[src/rtl/mgs_pkg.sv]
// ----------------------------------------------------------------------------
// mgs_pkg: shared types and constants of the meter grid snap block
// Table geometry, field widths, mode and status codes, sequencer states,
// divider request and the clamp used on every snapped result of a non-empty table.
// ----------------------------------------------------------------------------
package mgs_pkg;

   localparam int TABLE_DEPTH = 64;
   localparam int ADDR_W      = $clog2(TABLE_DEPTH);
   localparam int CNT_W       = $clog2(TABLE_DEPTH + 1);

   localparam int TICK_W  = 29;
   localparam int METER_W = 6;
   localparam int ENTRY_W = TICK_W + 2 * METER_W;

   localparam logic [TICK_W-1:0] SEG_END_DEFAULT = 29'h1FFF_FFFF;
   localparam logic [30:0]       OUT_MAX         = 31'h7FFF_FFFF;

   localparam int DVD_W  = 34;
   localparam int DSR_W  = 24;
   localparam int DCNT_W = $clog2(DVD_W + 1);

   typedef logic [1:0] mode_type;
   localparam mode_type MODE_CLEAR  = 2'd0;
   localparam mode_type MODE_APPEND = 2'd1;
   localparam mode_type MODE_SUBDIV = 2'd2;
   localparam mode_type MODE_BAR    = 2'd3;

   typedef logic [1:0] status_type;
   localparam status_type STS_OK    = 2'd0;
   localparam status_type STS_FULL  = 2'd1;
   localparam status_type STS_ORDER = 2'd2;

   localparam logic CSR_TPQ  = 1'b0;
   localparam logic CSR_SUBD = 1'b1;

   typedef enum logic [3:0] {
      ST_IDLE,
      ST_SCAN,
      ST_ISS_BEAT,
      ST_DIV_BEAT,
      ST_LEN,
      ST_ISS_A,
      ST_DIV_A,
      ST_MUL_A,
      ST_SUM_A,
      ST_CHK,
      ST_ISS_B,
      ST_DIV_B,
      ST_MUL_B,
      ST_ISS_C,
      ST_DIV_C,
      ST_DONE
   } state_type;

   typedef struct packed {
      logic             start;
      logic [DVD_W-1:0] dividend;
      logic [DSR_W-1:0] divisor;
   } div_req_type;

   // clamp to the segment end where allowed, then saturate to 31 bits
   function automatic logic [30:0] snap_limit(input logic [34:0]       v,
                                              input logic [TICK_W-1:0] seg,
                                              input logic              cc);
      logic [34:0] c;
      c = (cc && (v >= 35'(seg))) ? 35'(seg) : v;
      if (c > 35'(OUT_MAX)) begin
         snap_limit = OUT_MAX;
      end else begin
         snap_limit = c[30:0];
      end
   endfunction

endpackage

[src/rtl/mgs_div.sv]
// ----------------------------------------------------------------------------
// mgs_div: restoring unsigned divider
// One quotient bit per cycle; done is high for a single cycle, as the last bit lands.
// ----------------------------------------------------------------------------
module mgs_div (
   input  logic                      clock,
   input  logic                      reset,
   input  mgs_pkg::div_req_type      req,
   output logic                      done,
   output logic [mgs_pkg::DVD_W-1:0] quotient
);

   logic                       busy_ff;
   logic                       done_ff;
   logic [mgs_pkg::DCNT_W-1:0] cnt_ff;
   logic [mgs_pkg::DVD_W-1:0]  quo_ff;
   logic [mgs_pkg::DSR_W-1:0]  rem_ff;
   logic [mgs_pkg::DSR_W-1:0]  dsr_ff;
   logic [mgs_pkg::DSR_W:0]    shift;
   logic [mgs_pkg::DSR_W:0]    diff;
   logic                       ge;

   assign shift = {rem_ff, quo_ff[mgs_pkg::DVD_W-1]};
   assign ge    = shift >= {1'b0, dsr_ff};
   assign diff  = shift - {1'b0, dsr_ff};

   always_ff @(posedge clock) begin
      if (reset) begin
         busy_ff <= 1'b0;
         done_ff <= 1'b0;
         cnt_ff  <= '0;
      end else begin
         done_ff <= 1'b0;
         if (req.start) begin
            busy_ff <= 1'b1;
            cnt_ff  <= mgs_pkg::DCNT_W'(mgs_pkg::DVD_W);
         end else if (busy_ff) begin
            cnt_ff <= cnt_ff - mgs_pkg::DCNT_W'(1);
            if (cnt_ff == mgs_pkg::DCNT_W'(1)) begin
               busy_ff <= 1'b0;
               done_ff <= 1'b1;
            end
         end
      end
   end

   always_ff @(posedge clock) begin
      if (req.start) begin
         quo_ff <= req.dividend;
         rem_ff <= '0;
         dsr_ff <= req.divisor;
      end else if (busy_ff) begin
         quo_ff <= {quo_ff[mgs_pkg::DVD_W-2:0], ge};
         rem_ff <= ge ? diff[mgs_pkg::DSR_W-1:0] : shift[mgs_pkg::DSR_W-1:0];
      end
   end

   assign done     = done_ff;
   assign quotient = quo_ff;

endmodule

[config.mk]
export PLATFORM = sky130hd
export DESIGN_NAME = mgs_div
export DESIGN_NICKNAME = d
export VERILOG_FILES = /design/src/rtl/mgs_pkg.sv /design/src/rtl/mgs_div.sv
export SDC_FILE = /design/constraint.sdc
export NUM_CORES = 1
export LEC_CHECK = 0
export BUFFER_PORTS_ARGS = -buffer_cell sky130_fd_sc_hd__buf_4
export CAP_MARGIN = 0
export CORE_MARGIN = 3
export CORE_UTILIZATION = 55
export DETAILED_ROUTE_END_ITERATION = 10
export PLACE_DENSITY = 0.76
export SLEW_MARGIN = 0
export SYNTH_ARGS = -nofsm -noshare
export SYNTH_HDL_FRONTEND = slang
export SYNTH_SLANG_ARGS = --single-unit
[constraint.sdc]
create_clock -name clock -period 4.3 [get_ports clock]
set_input_delay 0.86 -clock clock [delete_from_list [all_inputs] [get_ports clock]]
set_output_delay 0.86 -clock clock [all_outputs]
set_load 0.005 [all_outputs]
==> flow_metrics.env <==
export IMPL_outcome="finished clean"
export IMPL_ctsHoldBuffers=0
export IMPL_cts_buffers=9
export IMPL_final_common_cell="buf_4"
export IMPL_cts_tree="built"
export IMPL_cts_reportedPaths_clkPinSlew_ns=0.09
export IMPL_place_area_um2=5600
export IMPL_globalplace_congestion=0.858
export IMPL_port_buffers=95
export IMPL_maxCapViolCount=0
export IMPL_finClkSkew_ns=0.0130
export IMPL_p_per_area_nw_per_um2=353
export IMPL_ant_nets=0
export IMPL_min_path_cells=2
export IMPL_synthFlopType="edfxtp_1"
export IMPL_initial_core_util_pct=57.6
export IMPL_nNetsFinal=610
export IMPL_crit_required_ns=4.59
export IMPL_grt_pass1_wl_um=16700
export IMPL_r2r_cells=11
export IMPL_ys_top_cells_by_area="edfxtp_1 36%, dfxtp_1 13%, mux2_2 7.9%"
export IMPL_slew_viol_final=0
export IMPL_synth_top_area_share_pct=36.1
export IMPL_cts_root_buf="clkbuf_8"
export IMPL_setup_slack_ns=1.41
export IMPL_crit_slowest_cell="edfxtp_1"
export IMPL_cts_max_level=3
export IMPL_grt_max_degree=88
export IMPL_r2r_start="dsr_ff[1]"
export IMPL_vias=3488
export IMPL_async_flop_share_pct=0
export IMPL_min_period_over_period_pct=67.2
export IMPL_crit_start="dsr_ff[1]"
export IMPL_die_h_um=99.7
export IMPL_cts_sinks=90
export IMPL_dp_hpwl_um=7340
export IMPL_remaining_drc_errors=0
export IMPL_worstMarginPinSlew_ns=0.986
export IMPL_synth_distinct_cells=51
export IMPL_ys_seq_area_share_pct=49.3
export IMPL_final_cell_mix="97 x buf_4, 58 x edfxtp_1, 38 x nor2_1"
export IMPL_synth_seq_cells=90
export IMPL_hp_class="reg -> reg"
export IMPL_cpPeakStageDelay_ns=0.43
export IMPL_drive_gt1_share_pct=29.2
export IMPL_cts_repair_resized=0
export IMPL_grt_pass1_vias=3627
export IMPL_synth_edf_count=58
export IMPL_antenna_found_initial=0
export IMPL_ios=96
export IMPL_syn_area_um2=4830
export IMPL_num_rows=33
export IMPL_post_cts_setup_buffer_count=0
export IMPL_crit_chain="inv_1 -> ha_1 -> nor2b_1 -> o31a_1 -> o21ai_2 -> o21ai_2 -> a41oi_4 -> a21oi_4 -> nor2_8 -> mux2_1 -> o22ai_1"
export IMPL_p_leak_nw=2.55
export IMPL_clockBufferDepth=2
export IMPL_endpoint="rem_ff[1]"
export IMPL_netlist_instances=430
export IMPL_die_w_um=99.7
export IMPL_synth_warnings=0
export IMPL_fmax_mhz=346
export IMPL_cpMostUsedCell="o21ai_2"
export IMPL_critical_path_class="reg -> reg"
export IMPL_peakVddDrop_mv=0.204
export IMPL_grt_util_all_layers_pct=21.0
export IMPL_yosysTopAreaCell="edfxtp_1"
export IMPL_wl_um=10100
export IMPL_design_area_um2=5780
export IMPL_avgRoutedWirePerCell_um=15.9
export IMPL_fin_crit_ns=2.89
export IMPL_syn_nets=518
export IMPL_end_kind="flip-flop"
export IMPL_dpl_worst_slack_ns=1.39
export IMPL_reg2reg_slack_ns=1.41
export IMPL_drt_iter0_markers=146
export IMPL_setup_viol=0
export IMPL_syn_avg_cell_area_um2=11.2
export IMPL_vias_per_cell=5.52
export IMPL_maxSlewHeadroom_pct=34.2
export IMPL_rsz0062_at_grt="false"
export IMPL_hold_violations=0
export IMPL_whs_ns=0.478
export IMPL_r2r_end="rem_ff[1]"
export IMPL_n_antenna_cell=0
export IMPL_overflow=0
export IMPL_clk_latency_ns=0.36
export IMPL_finalSetupTns_ns=0
export IMPL_num_fill_cells=645
export IMPL_cp_data_arrival_time_ns=3.18
export IMPL_core_area_um2=8380
export IMPL_die_area_um2=9940
export IMPL_path_max_fanout=27
export IMPL_startpoint_type="flip-flop"
export IMPL_area_growth_pct=19.6
export IMPL_firstDrtPassIters=4
through the flow:
step,power (mW),util (%),std cells
after global routing,2.15,68.9,632
after floorplan,1.36,-,430
after detailed placement,1.52,66.9,616
after CTS,2.06,68.9,632
after global placement,1.51,66.9,616
final,2.04,68.9,632
cell families (layout without fill, tap and decap cells):
kind of cell    Yosys count  count (layout)  share of synthesized area (%)
compound gates           86              86                           12.8
xor+xnor                 23              23                           4.17
fa+ha+maj                27              27                           7.15
buf+inv                  48             145                           4.22
flops                    90              90                           49.3
mux                      54              54                           12.1
simple gates            102             102                           10.2
synth_stat cells, types with 6 or more instances:
master	instances
nor3_1	12
edfxtp_1	58
xnor2_1	17
ha_1	26
mux2_2	34
nor2_1	38
a21oi_1	17
mux2i_1	19
inv_1	31
nand2b_1	6
a21o_1	11
nand2_1	20
clkbuf_1	13
xor2_1	6
a211oi_1	16
o21ai_1	9
nand3_1	7
dfxtp_1	32
layout make-up:
| type | count | area (um2) | share of cell area [%] |
|---|---|---|---|
| multi-input cells | 292 | 2240 | 38.8 |
| flip-flops and latches | 90 | 2380 | 41.2 |
| clock inverters | 5 | 40.0 | 0.693 |
| well taps | 105 | 131 | 2.27 |
| repair buffers | 97 | 728 | 12.6 |
| inverters | 32 | 120 | 2.08 |
| clock buffers | 11 | 131 | 2.27 |
worst min path at each step:
stage	start	to	slack, ns
after detailed placement	rem_ff[23]	rem_ff[23]	0.46
after global routing	rem_ff[21]	rem_ff[21]	0.51
after CTS	rem_ff[21]	rem_ff[21]	0.48
after global placement	rem_ff[23]	rem_ff[23]	0.45
final	rem_ff[21]	rem_ff[21]	0.48
after floorplan	rem_ff[23]	rem_ff[23]	0.44
report_power, final:
part           total [mW]  internal [mW]  switching (mW)
logic               0.459          0.231           0.228
clock network       0.534          0.215           0.319
registers            1.05           1.00          0.0424
routing by layer:
layer | GRT usage, % | wire (um) | part of all wire, % | vias to the layer above
met5 | 0 | 0 | 0 | -
met3 | 7.78 | 757 | 7.5 | 11
li1 | - | - | - | 1753
met4 | 5.04 | 100 | 0.99 | 0
met1 | 26.2 | 4370 | 43 | 1622
met2 | 34.7 | 4850 | 48 | 102
critical path, delay by kind of cell, from the launching register on:
kind	cells	cell delay [ns]
AO/OA/AOI/OAI	6	1.10
AND/OR/NAND/NOR	2	0.58
flip-flops	1	0.43
multiplexers	1	0.37
adder cells (fa/ha/maj)	1	0.24
buffers and inverters	1	0.08
registers in the layout, summed over array words and instances (netlist names):
register and count:
quotient 34, dsr_ff 24, rem_ff 24, cnt_ff 6
busy_ff 1, done 1
Note: power is estimated with default switching activity, not from simulation.
