--- src/rtl/mgs_ram.sv ---
// ----------------------------------------------------------------------------
// mgs_ram: generic single-port-write, single-port-read RAM
// One write and one registered read per cycle.
// ----------------------------------------------------------------------------
module mgs_ram #(
   parameter int WIDTH = 8,
   parameter int DEPTH = 16
) (
   input  logic                     clock,
   input  logic                     wr_en,
   input  logic [$clog2(DEPTH)-1:0] wr_addr,
   input  logic [WIDTH-1:0]         wr_data,
   input  logic [$clog2(DEPTH)-1:0] rd_addr,
   output logic [WIDTH-1:0]         rd_data
);

   logic [WIDTH-1:0] mem_ff [DEPTH];
   logic [WIDTH-1:0] rd_data_ff;

   always_ff @(posedge clock) begin
      if (wr_en) begin
         mem_ff[wr_addr] <= wr_data;
      end
      rd_data_ff <= mem_ff[rd_addr];
   end

   assign rd_data = rd_data_ff;

endmodule

--- config.mk ---
export PLATFORM = sky130hd
export DESIGN_NAME = mgs_ram
export DESIGN_NICKNAME = d
export VERILOG_FILES = /design/src/rtl/mgs_ram.sv
export SDC_FILE = /design/constraint.sdc
export NUM_CORES = 1
export LEC_CHECK = 0
export BUFFER_PORTS_ARGS = -buffer_cell sky130_fd_sc_hd__buf_2
export CORE_MARGIN = 2
export CORE_UTILIZATION = 49
export CTS_CLUSTER_DIAMETER = 50
export DETAILED_ROUTE_END_ITERATION = 12
export PLACE_DENSITY = 0.65
export SETUP_SLACK_MARGIN = 0.02
export SYNTH_ARGS = -nofsm -noshare
export SYNTH_HDL_FRONTEND = slang
export SYNTH_SLANG_ARGS = --single-unit
--- constraint.sdc ---
create_clock -name clock -period 4 [get_ports clock]
set_input_delay 0.2 -clock clock [delete_from_list [all_inputs] [get_ports clock]]
set_output_delay 0.2 -clock clock [all_outputs]
set_load 0.01 [all_outputs]
==> out/results.ini, run 1 <==
[run_status]
status=complete, no violations

[cts]
cts_setup_buffers=0
cts_buffers=17
cts_resized=0
root_buffer=clkbuf_8
cts_sinks=136
clock_path_buffers=2
h-tree-depth=4
clkLatencyLatePin_ps=520
cts.hold.buffers_added=0
clk_pin_slew_ps=60
tritoncts=yes

[finish]
fin_util=0.583
n_antenna_cell=0
fin_nets=283
drive_gt1_frac=0.281
fin_cells=414
syn_to_final_growth_pct=16.4

[detailed_routing]
wl_mm=9.53
first_pass_iters=4
via_per_inst=5.62
drtIter0Drc=101
drc=0
num_vias=2326
wl_per_cell_um=23.0
antenna_left=0

[yosys]
synth_area_um2=5150
synth.distinct_cells=19
synthCells=229
synth.most_common_cell=edfxtp_1
ys_seq_area_frac=0.778
synth.avg_cell_area_um2=22.5
synthTopCellsByCount=128 x edfxtp_1, 18 x mux4_2, 16 x a22oi_1, 14 x mux4_1, 13 x nor2_1
synthArstFlopShare=0
ys_seq_elements=136
synth_warnings=0
yosysTopAreaCell=edfxtp_1
synth_top_area_frac=0.747
synth_area_leaders=edfxtp_1 75%, mux4_2 7.9%, mux4_1 7.1%
synth_nets=247
synth_ff_type=edfxtp_1
synth_edf_count=128

[power]
fin_total_pwr_mw=3.32
p_per_area_nw_per_um2=555
power_leakage_nw=2.02
ir_worst_vdd_mv=0.222

[floorplanning]
dieHeight_um=106
start_util=0.501
die_x_um=106
coreArea_um2=10300
ios=26
die_area_um2=11300
num_rows=37

[setup_path]
crit_end=rd_data[4]
crit_required_ps=4400
setup.worst_path.start_class=primary input
worst_ep_arrival_time_ps=2040
critical_path_class=in2reg
ff2ff_path_depth=3
crit_start=rd_addr[0]
cp-end-kind=flip-flop
r2r-end=rd_data[4]
crit_path_max_fanout=32
rr_startpoint=mem_ff[8][4]
reg2reg_slack_ps=2650

[min_path]
holdCritStartpoint=wr_data[7]
hold_path_class=in2reg

[timing]
period_share=0.410
finClkSkew_ps=8.21
slew-limit-headroom=0.210
fmax_mhz=610
setup_viol=0
rsz0062_at_grt=no
setup_tns_ps=0
worstMarginPinSlew_ps=1180
finalWorstSetupSlack_ps=2360
drv_slew=0
final.min_clock_period_ps=1640
hold_viol=0

[flow_run]
max_cap_viol_count=0

[placement]
port_buffers=25
dp_cells=382
pre_cts_ws_ps=1790
gp_congestion=0.703
hpwl_mm=5.79

[global_routing]
grtUsageTotal=0.189
antenna_found_initial=0
grt_overflow=0
grt_pass1_wl_mm=14.8
grt_max_degree=33
grt_pass1_vias=2530

==> per-layer routing <==
| metal | share of wire | track usage |
|---|---|---|
| met5 | 0 | 0 |
| met4 | 0.013 | 0.0668 |
| met3 | 0.046 | 0.0521 |
| met2 | 0.49 | 0.290 |
| met1 | 0.45 | 0.263 |
==> cell usage in the layout, fill, tap and decap left out <==
| master | n |
|---|---|
| buf_2 | 25 |
| dfxtp_1 | 8 |
| or3b_2 | 1 |
| clkbuf_8 | 7 |
| nor2_1 | 13 |
| nor3_1 | 3 |
| nor3_2 | 1 |
| clkbuf_16 | 16 |
| nand3b_1 | 2 |
| bufinv_16 | 3 |
| mux4_2 | 18 |
| clkinv_2 | 5 |
| nand2_1 | 9 |
| buf_4 | 2 |
| edfxtp_1 | 128 |
| a22oi_1 | 16 |
| and2_1 | 1 |
| nand3_1 | 1 |
| nand2b_1 | 2 |
| clkbuf_1 | 1 |
| nor2b_1 | 1 |
| and2b_1 | 1 |
| mux4_1 | 14 |
==> worst max-delay path, cell delays in order <==
cell	delay [ps]
buf_2	770
mux4_1	680
a22oi_1	280
nand2_1	80
==> per-stage QoR <==
| step | cell area, um2 | hold WS, ps |
|---|---|---|
| finish | 5990 | 68.4 |
| global route | 5990 | 61.9 |
| CTS | 5990 | 49.9 |
| detailed placement | 5380 | 594 |
| global placement | 5380 | 590 |
| floorplan | 5150 | 299 |
==> state kept, by name (all words and copies together) (netlist names) <==
name	count
mem_ff	128
rd_data	8
==> power breakdown <==
group	switching, mW	total [mW]	internal [mW]
registers	0.00932	1.60	1.59
logic	0.0841	0.141	0.0570
clock network	0.534	1.58	1.04
==> worst min-delay path by stage <==
stage,endpoint,slack (ps),depth (start not counted)
2_1_floorplan,mem_ff[0][0],300,0
3_3_place_gp,mem_ff[0][5],590,1
3_5_place_dp,rd_data[1],590,1
4_1_cts,mem_ff[6][5],50,1
5_1_grt,mem_ff[2][7],60,1
6_report,mem_ff[7][7],70,1
==> logic make-up (layout without fill, tap and decap cells) <==
group	Yosys count	count (layout)	synth area share
flip-flops	136	136	0.778
AND/OR/NAND/NOR	35	35	0.0318
multiplexers	32	32	0.150
AO/OA/AOI/OAI	16	16	0.0233
buffers and inverters	10	59	0.0168
==> area by class of cell <==
class	count	area [um2]
fill	746	4290
sequential	136	4000
multi-input combinational	83	1060
clock buffer	24	500
tap	136	170
timing repair buffer	27	140
clock inverter	8	115
Power figures use the tool's default switching activity.
==> inputs of run 2 (changes only) <==
--- a/config.mk
+++ b/config.mk
@@ -10,7 +10,7 @@
 export CORE_UTILIZATION = 49
 export CTS_CLUSTER_DIAMETER = 50
 export DETAILED_ROUTE_END_ITERATION = 12
-export PLACE_DENSITY = 0.65
+export PLACE_DENSITY = 0.68
 export SETUP_SLACK_MARGIN = 0.02
 export SYNTH_ARGS = -nofsm -noshare
 export SYNTH_HDL_FRONTEND = slang
==> constraint.sdc (replaced) <==
create_clock -name clock -period 1.5 [get_ports clock]
set_input_delay 0.075 -clock clock [delete_from_list [all_inputs] [get_ports clock]]
set_output_delay 0.075 -clock clock [all_outputs]
set_load 0.01 [all_outputs]
==> run 2 against run 1 <==
Die area is the same. Clock-buffer cell count shrank 7. Clock skew shrank 3.3 ps. Non-clock buffer count grew 28. Combinational power grew to 3.0 times the previous value. Cell count grew 6.5%. Sequential cell count is the same. Largest cell class unchanged. Critical path depth shrank 1.
==> out/results.ini, run 2 (synthesis gave the netlist of run 1 again) <==
[run_status]
status=complete, no violations

[timing]
rsz0062_at_grt=no
finClkSkew_ps=4.94
drv_slew=0
hold_ws_ps=115
setup_tns_ps=0
hold_viol=0
slew-limit-headroom=0.726
setup_viol=0
worstMarginPinSlew_ps=412
period_share=0.927
finalWorstSetupSlack_ps=109
final.min_clock_period_ps=1390
fmax_mhz=719

[placement]
gp_congestion=0.725
pre_cts_ws_ps=3.08
dp_cells=402
port_buffers=25
hpwl_mm=5.99

[finish]
fin_nets=311
drive_gt1_frac=0.311
layout_common_cells=128 x edfxtp_1, 25 x buf_2, 19 x buf_4
regMostFlops=mem_ff
largest_reg_flops=128
mostFrequentLayoutCell=edfxtp_1
fin_cells=441
register_area_um2=4000
multi_input_area_um2=1060
fillers=710
n_antenna_cell=0
syn_to_final_growth_pct=22.2

[detailed_routing]
first_pass_iters=4
wl_mm=9.64
drtIter0Drc=160
via_per_inst=5.54
antenna_left=0
drc=0
wl_per_cell_um=21.9
num_vias=2442

[cts]
cts_resized=0
h-tree-depth=4
root_buffer=clkbuf_8
clock_path_buffers=2
clkLatencyLatePin_ps=510
tritoncts=yes
cts_sinks=136
clk_pin_slew_ps=60
cts_buffers=17

[setup_path]
ff2ff_path_depth=3
r2r-end=rd_data[6]
crit_buf_inv=0
critPathSlowestCell=mux4_2
cp_top_family=multiplexers
cp-end-kind=flip-flop
slowest_delay_ps=500
crit_required_ps=1890
crit_path_max_fanout=1
worstPathCellList=mux4_2, a22oi_1, nand2_1
worst_ep_arrival_time_ps=1780
setup.worst_path.start_class=flip-flop
critical_path_class=reg2reg
rr_startpoint=mem_ff[3][6]
reg2reg_slack_ps=110

[global_routing]
grt_max_degree=33
grt_pass1_wl_mm=15.0
antenna_found_initial=0
grt_overflow=0
grtUsageTotal=0.192
grt_pass1_vias=2516

[power]
power_leakage_nw=2.17
p_per_area_nw_per_um2=1460
ir_worst_vdd_mv=0.694
fin_total_pwr_mw=9.16

[floorplanning]
die_area_um2=11300
die_x_um=106
ios=26
coreArea_um2=10300
dieHeight_um=106
num_rows=37
start_util=0.501

[min_path]
hold_path_depth=3
hold_path_end=mem_ff[0][3]
holdCritStartpoint=wr_addr[0]
hold_path_class=in2reg

[flow_run]
max_cap_viol_count=0

-- run 2: changes by cell type in the layout (fill, tap and decap cells not counted), sizes merged --
| cell | delta |
|---|---|
| clkinv | +2 |
| clkinvlp | +1 |
| dlygate4sd3 | +8 |
| clkbuf | -7 |
| bufinv | +3 |
| buf | +20 |
-- run 2: worst max path at each step --
| stage | from | end | slack [ps] | depth (start not counted) |
|---|---|---|---|---|
| floorplan | wr_addr[2] | mem_ff[3][0] | 160 | 2 |
| CTS | mem_ff[3][6] | rd_data[6] | 60 | 3 |
| global route | mem_ff[3][6] | rd_data[6] | 70 | 3 |
| detailed placement | rd_addr[0] | rd_data[3] | 3 | 5 |
| finish | mem_ff[3][6] | rd_data[6] | 110 | 3 |
| global placement | rd_addr[0] | rd_data[3] | 4 | 5 |
-- run 2: stage by stage --
step | utilization | area, um2
after floorplan | - | 5150
after global placement | 0.541 | 5560
after detailed placement | 0.541 | 5560
after CTS | 0.612 | 6290
after global routing | 0.612 | 6290
final | 0.612 | 6290
-- run 2: worst reg2reg max path: stages (launching register included) --
cell and delay [ps]:
edfxtp_1 370, mux4_2 500, a22oi_1 310, nand2_1 100
-- run 2: where the power goes --
part           total (mW)  internal, mW  switching [mW]
Combinational       0.422         0.193           0.229
Sequential           4.28          4.25          0.0304
Clock                4.46          3.01            1.45
-- run 2: what timing repair did --
action | 4_1_cts | 5_1_grt
buffers inserted | 0 | 0
setup endpoints to repair | 0 | 0
hold buffers | 8 | 0
hold endpoints to repair | 128 | 0
-- run 2: cell type report --
cell class,instances,share of cell area
Sequential cell,136,0.637
Multi-Input combinational cell,83,0.169
Tap cell,136,0.0271
Timing Repair Buffer,55,0.0649
Clock buffer,17,0.0659
Clock inverter,14,0.0366
-- run 2: routing by layer --
metal,GRT usage,wire (um)
met3,0.0533,813
met1,0.258,3730
met5,0,0
met2,0.308,4990
met4,0.0640,109
